===== src/pcc_pkg.sv =====
package pcc_pkg;

	// Event kinds carried in the mode field
	typedef enum logic [1:0] {
		MODE_START = 2'd0,
		MODE_POLL  = 2'd1,
		MODE_BG    = 2'd2,
		MODE_ARM   = 2'd3
	} mode_t;

	// Result codes
	typedef enum logic [3:0] {
		RES_NEED_BG     = 4'd0,
		RES_POLL        = 4'd1,
		RES_IDLE        = 4'd2,
		RES_SETTLE      = 4'd3,
		RES_KEPT        = 4'd4,
		RES_KEPT_FULL   = 4'd5,
		RES_COMPLETE    = 4'd6,
		RES_BOUNCED     = 4'd7,
		RES_BG_REFRESH  = 4'd8,
		RES_LIFT_WAIT   = 4'd9,
		RES_READY       = 4'd10,
		RES_BG_TAKEN    = 4'd11,
		RES_BG_REPLACED = 4'd12,
		RES_BG_KEPT     = 4'd13,
		RES_ARMED       = 4'd14
	} res_t;

	// Configuration register indexes
	localparam logic [1:0] CFG_MIN_FRAMES     = 2'd0;
	localparam logic [1:0] CFG_MAX_FRAMES     = 2'd1;
	localparam logic [1:0] CFG_LIFT_CLEAR     = 2'd2;
	localparam logic [1:0] CFG_REFRESH_IDLE   = 2'd3;

	localparam int CFG_IDX_W  = 2;
	localparam int CFG_DATA_W = 16;

endpackage


===== src/press_capture_controller_core.sv =====
// Path: an accepted request is held in the input register, then its result moves into
//   the result register, where out_valid shows it until it is taken.
// Throughput: one request per cycle; the result register frees the input side while a
//   finished result waits, and stall reaches the input only when both registers are full.
// Reset (arst_n low, asynchronous): pipeline empty, capture state and background cleared,
//   configuration back to min 3, max 8, lift 3, refresh 50 polls.
module press_capture_controller_core (
	input  logic                           clk,
	input  logic                           arst_n,
	// configuration write port
	input  logic                           cfg_we,
	input  logic [pcc_pkg::CFG_IDX_W-1:0]  cfg_index,
	input  logic [pcc_pkg::CFG_DATA_W-1:0] cfg_data,
	// input request channel
	input  logic                           in_valid,
	output logic                           in_stall,
	input  logic [1:0]                     mode,
	input  logic                           new_operation,
	input  logic                           touch_seen,
	input  logic [31:0]                    candidate_sum,
	// result channel
	output logic                           out_valid,
	input  logic                           out_stall,
	output logic [3:0]                     event_res,
	output logic [7:0]                     frames_kept,
	output logic                           waiting_for_lift,
	output logic                           finger_present
);

	// ------------------------------------------------------------------
	// Configuration registers
	// ------------------------------------------------------------------
	logic [7:0]  min_frames_q;
	logic [7:0]  max_frames_q;
	logic [7:0]  lift_clear_q;
	logic [15:0] refresh_idle_q;

	always_ff @(posedge clk or negedge arst_n) begin
		if (!arst_n) begin
			min_frames_q   <= 8'd3;
			max_frames_q   <= 8'd8;
			lift_clear_q   <= 8'd3;
			refresh_idle_q <= 16'd50;
		end else if (cfg_we) begin
			case (cfg_index)
				pcc_pkg::CFG_MIN_FRAMES:   min_frames_q   <= cfg_data[7:0];
				pcc_pkg::CFG_MAX_FRAMES:   max_frames_q   <= cfg_data[7:0];
				pcc_pkg::CFG_LIFT_CLEAR:   lift_clear_q   <= cfg_data[7:0];
				pcc_pkg::CFG_REFRESH_IDLE: refresh_idle_q <= cfg_data;
				default: ;
			endcase
		end
	end

	// ------------------------------------------------------------------
	// Flow control: input register (s1) feeds result register
	// ------------------------------------------------------------------
	logic valid_s1;
	logic out_valid_q;
	logic advance;
	logic in_accept;

	assign advance   = valid_s1 && (!out_valid_q || !out_stall);
	assign in_stall  = valid_s1 && !advance;
	assign in_accept = in_valid && !in_stall;

	always_ff @(posedge clk or negedge arst_n) begin
		if (!arst_n) begin
			valid_s1    <= 1'b0;
			out_valid_q <= 1'b0;
		end else begin
			if (in_accept)
				valid_s1 <= 1'b1;
			else if (advance)
				valid_s1 <= 1'b0;

			if (advance)
				out_valid_q <= 1'b1;
			else if (!out_stall)
				out_valid_q <= 1'b0;
		end
	end

	// input payload register, no reset needed
	pcc_pkg::mode_t mode_s1;
	logic           new_op_s1;
	logic           touch_s1;
	logic [31:0]    cand_s1;

	always_ff @(posedge clk) begin
		if (in_accept) begin
			mode_s1   <= pcc_pkg::mode_t'(mode);
			new_op_s1 <= new_operation;
			touch_s1  <= touch_seen;
			cand_s1   <= candidate_sum;
		end
	end

	// ------------------------------------------------------------------
	// Capture state
	// ------------------------------------------------------------------
	logic        bg_valid_q,  bg_valid_d;
	logic [31:0] bg_sum_q,    bg_sum_d;
	logic        refresh_q,   refresh_d;
	logic [7:0]  frame_cnt_q, frame_cnt_d;
	logic        settled_q,   settled_d;
	logic        lift_q,      lift_d;
	logic [7:0]  clear_cnt_q, clear_cnt_d;
	logic [15:0] idle_cnt_q,  idle_cnt_d;

	pcc_pkg::res_t res_d;
	logic          present_d;

	// saturating increments
	logic [7:0]  frame_inc;
	logic [7:0]  clear_inc;
	logic [15:0] idle_inc;

	assign frame_inc = (frame_cnt_q == 8'hFF)    ? frame_cnt_q : frame_cnt_q + 8'd1;
	assign clear_inc = (clear_cnt_q == 8'hFF)    ? clear_cnt_q : clear_cnt_q + 8'd1;
	assign idle_inc  = (idle_cnt_q  == 16'hFFFF) ? idle_cnt_q  : idle_cnt_q + 16'd1;

	always_comb begin
		bg_valid_d  = bg_valid_q;
		bg_sum_d    = bg_sum_q;
		refresh_d   = refresh_q;
		frame_cnt_d = frame_cnt_q;
		settled_d   = settled_q;
		lift_d      = lift_q;
		clear_cnt_d = clear_cnt_q;
		idle_cnt_d  = idle_cnt_q;
		present_d   = 1'b0;
		res_d       = pcc_pkg::RES_NEED_BG;

		case (mode_s1)
			pcc_pkg::MODE_START: begin
				frame_cnt_d = 8'd0;
				settled_d   = 1'b0;
				idle_cnt_d  = 16'd0;
				refresh_d   = 1'b0;
				if (new_op_s1) begin
					lift_d      = 1'b0;
					clear_cnt_d = 8'd0;
				end
				res_d = bg_valid_q ? pcc_pkg::RES_POLL : pcc_pkg::RES_NEED_BG;
			end

			pcc_pkg::MODE_POLL: begin
				if (!bg_valid_q) begin
					// nothing to compare against yet
					res_d = pcc_pkg::RES_NEED_BG;
				end else if (lift_q) begin
					// waiting for a run of clear polls
					if (touch_s1) begin
						clear_cnt_d = 8'd0;
						res_d       = pcc_pkg::RES_LIFT_WAIT;
					end else if (clear_inc >= lift_clear_q) begin
						lift_d      = 1'b0;
						clear_cnt_d = 8'd0;
						res_d       = pcc_pkg::RES_READY;
					end else begin
						clear_cnt_d = clear_inc;
						res_d       = pcc_pkg::RES_LIFT_WAIT;
					end
				end else if (touch_s1) begin
					present_d = 1'b1;
					if (!settled_q) begin
						// first touch poll only settles the finger
						settled_d = 1'b1;
						res_d     = pcc_pkg::RES_SETTLE;
					end else begin
						frame_cnt_d = frame_inc;
						idle_cnt_d  = 16'd0;
						res_d = (frame_inc >= max_frames_q) ? pcc_pkg::RES_KEPT_FULL
						                                    : pcc_pkg::RES_KEPT;
					end
				end else if (frame_cnt_q >= min_frames_q) begin
					res_d = pcc_pkg::RES_COMPLETE;
				end else if (frame_cnt_q != 8'd0) begin
					// lifted too early: restart the capture
					frame_cnt_d = 8'd0;
					settled_d   = 1'b0;
					idle_cnt_d  = 16'd0;
					refresh_d   = 1'b0;
					res_d       = pcc_pkg::RES_BOUNCED;
				end else begin
					settled_d = 1'b0;
					if (idle_inc >= refresh_idle_q) begin
						idle_cnt_d = 16'd0;
						refresh_d  = 1'b1;
						res_d      = pcc_pkg::RES_BG_REFRESH;
					end else begin
						idle_cnt_d = idle_inc;
						res_d      = pcc_pkg::RES_IDLE;
					end
				end
			end

			pcc_pkg::MODE_BG: begin
				refresh_d = 1'b0;
				if (!bg_valid_q) begin
					bg_valid_d = 1'b1;
					bg_sum_d   = cand_s1;
					res_d      = pcc_pkg::RES_BG_TAKEN;
				end else if (cand_s1 <= bg_sum_q) begin
					// darker or equal frame replaces the stored one
					bg_sum_d = cand_s1;
					res_d    = pcc_pkg::RES_BG_REPLACED;
				end else begin
					res_d = pcc_pkg::RES_BG_KEPT;
				end
			end

			default: begin
				lift_d      = 1'b1;
				clear_cnt_d = 8'd0;
				res_d       = pcc_pkg::RES_ARMED;
			end
		endcase
	end

	always_ff @(posedge clk or negedge arst_n) begin
		if (!arst_n) begin
			bg_valid_q  <= 1'b0;
			bg_sum_q    <= 32'd0;
			refresh_q   <= 1'b0;
			frame_cnt_q <= 8'd0;
			settled_q   <= 1'b0;
			lift_q      <= 1'b0;
			clear_cnt_q <= 8'd0;
			idle_cnt_q  <= 16'd0;
		end else if (advance) begin
			bg_valid_q  <= bg_valid_d;
			bg_sum_q    <= bg_sum_d;
			refresh_q   <= refresh_d;
			frame_cnt_q <= frame_cnt_d;
			settled_q   <= settled_d;
			lift_q      <= lift_d;
			clear_cnt_q <= clear_cnt_d;
			idle_cnt_q  <= idle_cnt_d;
		end
	end

	// ------------------------------------------------------------------
	// Result register
	// ------------------------------------------------------------------
	pcc_pkg::res_t res_q;
	logic [7:0]    frames_q;
	logic          lift_out_q;
	logic          present_q;

	always_ff @(posedge clk) begin
		if (advance) begin
			res_q      <= res_d;
			frames_q   <= frame_cnt_d;
			lift_out_q <= lift_d;
			present_q  <= present_d;
		end
	end

	assign out_valid        = out_valid_q;
	assign event_res        = res_q;
	assign frames_kept      = frames_q;
	assign waiting_for_lift = lift_out_q;
	assign finger_present   = present_q;

	// ------------------------------------------------------------------
	// Assertions
	// ------------------------------------------------------------------
	// a counted touch only comes with settle or keep results
	a_present_res: assert property (@(posedge clk) disable iff (!arst_n)
		out_valid && finger_present |->
			(event_res == pcc_pkg::RES_SETTLE) || (event_res == pcc_pkg::RES_KEPT) ||
			(event_res == pcc_pkg::RES_KEPT_FULL))
		else $error("finger_present with a non-touch result");

	// arming always leaves the lift wait set
	a_armed_wait: assert property (@(posedge clk) disable iff (!arst_n)
		out_valid && (event_res == pcc_pkg::RES_ARMED) |-> waiting_for_lift)
		else $error("armed result without lift wait");

	// ready ends the lift wait
	a_ready_clear: assert property (@(posedge clk) disable iff (!arst_n)
		out_valid && (event_res == pcc_pkg::RES_READY) |-> !waiting_for_lift)
		else $error("ready result with lift wait still set");

	// a bounce restarts the frame count
	a_bounce_zero: assert property (@(posedge clk) disable iff (!arst_n)
		out_valid && (event_res == pcc_pkg::RES_BOUNCED) |-> (frames_kept == 8'd0))
		else $error("bounce result with frames kept");

endmodule


===== config.mk =====
export PLATFORM = sky130hd
export DESIGN_NAME = press_capture_controller_core
export DESIGN_NICKNAME = d
export VERILOG_FILES = /design/src/pcc_pkg.sv /design/src/press_capture_controller_core.sv
export SDC_FILE = /design/constraint.sdc
export NUM_CORES = 1
export LEC_CHECK = 0
export BUFFER_PORTS_ARGS = -buffer_cell sky130_fd_sc_hd__clkbuf_2
export CAP_MARGIN = 20
export CORE_MARGIN = 8
export CORE_UTILIZATION = 50
export CTS_CLUSTER_SIZE = 24
export DETAILED_ROUTE_END_ITERATION = 12
export PLACE_DENSITY = 0.69
export SKIP_CTS_REPAIR_TIMING = 1
export SYNTH_ARGS = -nofsm -noshare
export SYNTH_HDL_FRONTEND = slang
export SYNTH_SLANG_ARGS = --single-unit

===== constraint.sdc =====
create_clock -name clk -period 5.6 [get_ports clk]
set_clock_uncertainty 0.2 [all_clocks]
set_input_delay 0.28 -clock clk [delete_from_list [all_inputs] [get_ports clk]]
set_output_delay 0.28 -clock clk [all_outputs]
set_load 0.05 [all_outputs]

==> run_results.csv, run 1 <==
group,metric,value,unit
clocking,cts_sinks,159,
worst_setup_path,worst_path_largest_cell_delay,920,ps
synthesis,ys_types,62,
drt,wl,19430,um
synthesis,yosys_warnings,0,
floorplan,dieArea,0.02238,mm2
global_route,grt_overflow,0,
timing,finalHoldViolations,6,
global_route,grt_pass1_vias,6363,
synthesis,synth_edf_count,50,
drt,postRouteAntennaNets,0,
floorplan,fp.dieH,149.6,um
worst_setup_path,cp.arrival,4980,ps
worst_setup_path,cp-end-kind,"flop",
floorplan,core,0.01772,mm2
power_and_ir_drop,ir_drop,0.2355,mV
timing,tns,0,ps
clocking,clk_latency,430,ps
worst_setup_path,cp_top_family,"simple AND/OR/NAND/NOR gates",
power_and_ir_drop,p_leak,4.939,nW
hold_path,hp-class,"in -> reg",
worst_setup_path,crit_path_start_kind,"flop",
timing,slew_headroom,26.56,%
drt,first_pass_iters,5,
synthesis,syn_area_per_cell,10.83,um2
timing,max_slew.worst_pin.slew,1102,ps
final_layout,final_common_cell,"dfrtp_1",
worst_setup_path,worstSetupPathType,"reg -> reg",
worst_setup_path,crit_top_cell,"ha_1",
floorplan,ios,75,
global_route,grt_pass1_wl,31240,um
timing,setup_viol,0,
final_layout,layout.cells.most_common_list,"dfrtp_1 (101), inv_1 (83), ha_1 (76), clkbuf_2 (73), a21oi_1 (64)",
final_layout,n_antenna_cell,0,
timing,fin_crit_sh,85.97,%
final_layout,fin_nets,1087,
drt,wire_per_inst,16.27,um
timing,whs,-24.64,ps
timing,slew_viol_final,0,
flow_run,drv_cap,0,
final_layout,syn_to_final_growth,19.54,%
clocking,htreeDepth,4,
drt,vias,6539,
clocking,cts_buffers,17,
clocking,clk_path_buf_depth,2,
clocking,root_buffer,"clkbuf_16",
global_route,grt_max_degree,68,
drt,vias_per_cell,5.477,
status,status,"complete, but fails checks",
synthesis,synth-main-ff-cell,"dfrtp_1",
global_route,grt_usage,17.54,%
power_and_ir_drop,fin_total_pwr,0.003770,W
placed_design,numPortBuffers,74,
synthesis,syn_inst,824,
synthesis,netlist_area,0.008926,mm2
worst_setup_path,cp_slowest_cell,"nor4_1",
timing,max_freq,207.7,MHz
drt,drt_iter0_markers,302,
clocking,cts.clk_slew.worst_paths,60,ps
synthesis,async_reset_ff_share,68.55,%
worst_setup_path,crit_fanout,8,
final_layout,drive_gt1_share,20.41,%
synthesis,ys_seq_area_share,47.49,%
timing,period_needed,4814,ps
placed_design,gp_congestion,0.9178,
synthesis,syn_nets,959,
power_and_ir_drop,p_per_area,353.3,mW/mm2
placed_design,dp_hpwl,13520,um
clocking,cts_tree,"built",
synthesis,synth-seq-cells,159,
status,violations,"negative hold slack",
global_route,antenna_found_initial,0,
worst_setup_path,path_buf_inv,1,
floorplan,die_x,149.6,um
worst_setup_path,crit_required,5770,ps
drt,route.detailed.drc,0,
floorplan,initial_core_util,50.38,%
timing,rsz0062_at_grt,"false",
worst_setup_path,cp_cell_sequence,"ha_1 > nand3_1 > nor3_1 > and2_0 > mux2_2 > ha_1 > a2111oi_0 > o32ai_1 > nor4_1 > buf_4 > a21boi_0 > a21o_1",
floorplan,rows,49,
==> worst reg2reg max path, stage by stage, from the launching register on <==
cell	delay (ps)
dfrtp_1	430
ha_1	260
nand3_1	210
nor3_1	380
and2_0	370
mux2_2	380
ha_1	270
a2111oi_0	480
o32ai_1	240
nor4_1	920
buf_4	310
a21boi_0	200
a21o_1	100
==> path summary, 6_finish.rpt <==
check	start	to	slack (ps)	depth (start not counted)
setup reg to reg	idle_cnt_q[0]	idle_cnt_q[13]	790	12
hold reg to reg	valid_s1	out_valid	300	1
max in group asynchronous	arst_n	lift_clear_q[6]	3730	3
min in group asynchronous	arst_n	bg_sum_q[20]	200	2
hold / removal	cfg_data[5]	min_frames_q[5]	-20	3
setup / recovery	idle_cnt_q[0]	idle_cnt_q[13]	790	12
==> cell families (layout without fill, tap and decap cells) <==
logic type	Yosys count	after routing	synth area share (%)
and+or+nand+nor	211	211	12.42
AOI/OAI and AO/OA	185	185	12.92
DFF	159	159	47.49
buffers and inverters	106	247	4.738
adders and majority gates	76	76	10.65
muxes	73	73	10.40
xor gates and xnor gates	14	14	1.374
==> area by class of cell <==
type	instances	area, um2
Sequential cell	159	4239
Inverter	84	315.3
Tap cell	229	286.5
Multi-Input combinational cell	559	4265
Clock buffer	20	446.7
Clock inverter	12	183.9
Timing Repair Buffer	131	933.4
Fill cell	1472	7048
==> power by group <==
group | total (W) | leakage [nW] | internal, W | switching [W]
sequential | 0.00156 | 1.83 | 0.00143 | 0.000137
clock | 0.00124 | 0.301 | 0.000762 | 0.000475
combinational | 0.000969 | 2.81 | 0.000481 | 0.000488
total | 0.00377 | 4.94 | 0.00267 | 0.00110
==> per-layer routing <==
metal / part of all wire [%] / vias to the layer above / global-route usage (%) / wire length (um)
met3: 5.0 / 28 / 3.961 / 962
met2: 48 / 157 / 28.11 / 9371
met5: 0 / - / 0 / 0
met1: 45 / 3111 / 23.23 / 8782
met4: 1.6 / 0 / 5.401 / 313
li1: - / 3243 / - / -
==> cell usage after synthesis (all sizes together), types with 10 or more instances <==
library cell / number / area (um2)
a21oi: 64 / 320.3
nand2: 56 / 210.2
mux2: 68 / 878.3
edfxtp: 50 / 1501
nand4: 12 / 75.07
and3: 11 / 68.82
nand2b: 11 / 68.82
nor2: 30 / 112.6
o21ai: 42 / 210.2
ha: 76 / 950.9
inv: 83 / 311.6
a22o: 11 / 96.34
xnor2: 10 / 87.58
o21a: 14 / 105.1
nand3: 35 / 175.2
dfrtp: 101 / 2527
clkbuf: 17 / 63.81
==> sequential cells by signal, summed over array words and instances, names as in the netlist, 2 cells and up <==
register,flops
lift_clear_q,8
frame_cnt_q,8
max_frames_q,8
refresh_idle_q,16
cand_s1,32
bg_sum_q,32
event_res,4
idle_cnt_q,16
clear_cnt_q,8
frames_kept,8
mode_s1,2
min_frames_q,8
==> per-stage QoR <==
step | area, um2 | setup slack (ps) | instances | hold slack [ps] | utilization, %
after floorplan | 8926 | 1662 | 824 | -215.6 | -
after global placement | 9509 | 1107 | 1109 | 126.3 | 53.67
after detailed placement | 9509 | 949.7 | 1109 | 128.5 | 53.67
after CTS | 10140 | 824.4 | 1141 | -323.1 | 57.23
after global routing | 10670 | 565.4 | 1194 | 5.878 | 60.22
final | 10670 | 785.7 | 1194 | -24.64 | 60.22
No activity file was read; power rests on OpenSTA's default activity.
==> run 2: changes to the inputs <==
REMOVE_ABC_BUFFERS = 1   (was not set)
==> run 2 against run 1 <==
Net effect:
- the run still ends with negative hold slack left
- worst hold slack better by 20 ps
- total power down 4.3%
- global-route usage up 0.50 points
- critical endpoint is now idle_cnt_q[1]
==> run_results.csv, run 2 (synthesis results as in run 1) <==
group,metric,value,unit
clocking,cts_tree,"built",
final_layout,n_antenna_cell,0,
timing,whs,-4.716,ps
clocking,cts.clk_slew.worst_paths,60,ps
worst_setup_path,cp_cell_sequence,"ha_1 > nand3_1 > nor3_1 > a21oi_1 > and4_1 > xor2_1 > ha_1 > a21oi_1 > o21ai_0 > a221o_1 > nor4_2 > a21oi_1 > o21ai_1",
worst_setup_path,r2r_setup_slack,1140,ps
final_layout,final_util,59.90,%
floorplan,die_x,149.6,um
worst_setup_path,cp.arrival,4610,ps
floorplan,ios,75,
power_and_ir_drop,power_switching,0.001105,W
worst_setup_path,cp-end-kind,"flop",
worst_setup_path,crit_path_start_kind,"flop",
worst_setup_path,worst_path_largest_cell_delay,850,ps
drt,first_pass_iters,5,
status,violations,"negative hold slack",
placed_design,dp_hpwl,13720,um
final_layout,drive_gt1_share,20.25,%
final_layout,final_common_cell,"dfrtp_1",
clocking,htreeDepth,4,
status,status,"complete, but fails checks",
timing,max_freq,224.2,MHz
floorplan,initial_core_util,50.38,%
final_layout,reg_top3,"bg_sum_q (32), cand_s1 (32)",
timing,period_needed,4461,ps
final_layout,fin_nets,1090,
power_and_ir_drop,p_leak,4.912,nW
clocking,root_buffer,"clkbuf_16",
timing,finalHoldViolations,1,
power_and_ir_drop,p_comb_share,27.0,%
placed_design,placed_cell_area,0.009522,mm2
final_layout,multiInputGateArea,0.004270,mm2
drt,wire_per_inst,16.25,um
power_and_ir_drop,ir_drop,0.2397,mV
drt,vias_per_cell,5.499,
worst_setup_path,cp-startpoint,"idle_cnt_q[0]",
clocking,cts_buffers,17,
floorplan,dieArea,0.02238,mm2
placed_design,numPortBuffers,74,
floorplan,fp.dieH,149.6,um
drt,vias,6582,
timing,slew_viol_final,0,
final_layout,layout.cells.most_common_list,"dfrtp_1 (101), inv_1 (83), ha_1 (76), clkbuf_2 (73), a21oi_1 (64)",
global_route,grt_usage,18.04,%
final_layout,seq_area,0.004239,mm2
timing,fin_ws,1139,ps
worst_setup_path,regToRegStartpoint,"idle_cnt_q[0]",
timing,rsz0062_at_grt,"false",
power_and_ir_drop,p_sw_share,30.62,%
power_and_ir_drop,seqPwrFrac,43.2,%
final_layout,syn_to_final_growth,18.90,%
drt,postRouteAntennaNets,0,
final_layout,fillers,1481,
timing,slew_headroom,28.16,%
timing,fin_crit_sh,79.66,%
final_layout,final_cell_area,0.01061,mm2
worst_setup_path,worstSetupPathType,"reg -> reg",
worst_setup_path,crit_top_cell,"a21oi_1",
drt,wl,19450,um
global_route,grt_pass1_wl,32180,um
drt,drt_iter0_markers,508,
clocking,clk_path_buf_depth,2,
worst_setup_path,crit_required,5740,ps
floorplan,rows,49,
worst_setup_path,cp_slowest_cell,"nor4_2",
global_route,antenna_found_initial,0,
global_route,grt_max_degree,58,
clocking,clk_latency,430,ps
timing,max_slew.worst_pin.slew,1078,ps
power_and_ir_drop,p_per_area,340.1,mW/mm2
timing,setup_viol,0,
global_route,grt_overflow,0,
placed_design,pre_cts_ws,1214,ps
worst_setup_path,crit_fanout,10,
drt,route.detailed.drc,0,
hold_path,hold_start,"cfg_data[5]",
hold_path,hp-class,"in -> reg",
power_and_ir_drop,p_int,0.002504,W
global_route,grt_pass1_vias,6373,
flow_run,drv_cap,0,
floorplan,core,0.01772,mm2
power_and_ir_drop,clockPowerShare,29.7,%
placed_design,gp_congestion,0.9136,
clocking,cts_sinks,159,
timing,tns,0,ps
==> run 2: path summary, 6_finish.rpt <==
path                                        end  cells after the start
worst max register to register    idle_cnt_q[1]                     13
min in group asynchronous          bg_sum_q[19]                      2
worst min register to register        out_valid                      1
max in group asynchronous            bg_valid_q                      3
worst max-delay path              idle_cnt_q[1]                     13
worst min-delay path            min_frames_q[5]                      3
==> run 2: area by class of cell <==
cell class,instances,area share [%]
clock buffer,20,4.315
clock inverter,12,0.7781
inverter,84,2.971
multi-input combinational,559,40.24
sequential,159,39.94
tap,229,2.700
timing repair buffer,134,9.054
==> run 2: power groups by stage <==
stage	registers [W]	clock network, W	logic, W
final	0.00156	0.00107	0.000976
after CTS	0.00156	0.00110	0.000953
after global routing	0.00159	0.00114	0.00112
after detailed placement	0.00158	0	0.000942
after global placement	0.00157	0	0.000916
after floorplan	0.00158	0	0.000686
==> run 2: metal layers <==
| layer | routed length, um | vias to the layer above | GRT usage (%) |
|---|---|---|---|
| met5 | 0 | - | 0 |
| met4 | 242 | 0 | 5.755 |
| met3 | 980 | 27 | 3.598 |
| met2 | 9261 | 174 | 28.67 |
| met1 | 8965 | 3140 | 24.31 |
| li1 | - | 3241 | - |
==> run 2: critical path, delay by kind of cell (launching register included) <==
family	cells	cell delay (ps)
AOI/OAI and AO/OA	6	1320
xor gates and xnor gates	1	180
adders and majority gates	2	540
DFF	1	450
and+or+nand+nor	4	1680
==> run 2: per-stage QoR <==
step                      instances  total power, W
after floorplan                 802        0.002267
after global placement         1110        0.002485
after detailed placement       1110        0.002519
after CTS                      1142        0.003608
after global routing           1197        0.003853
final                          1197        0.003609
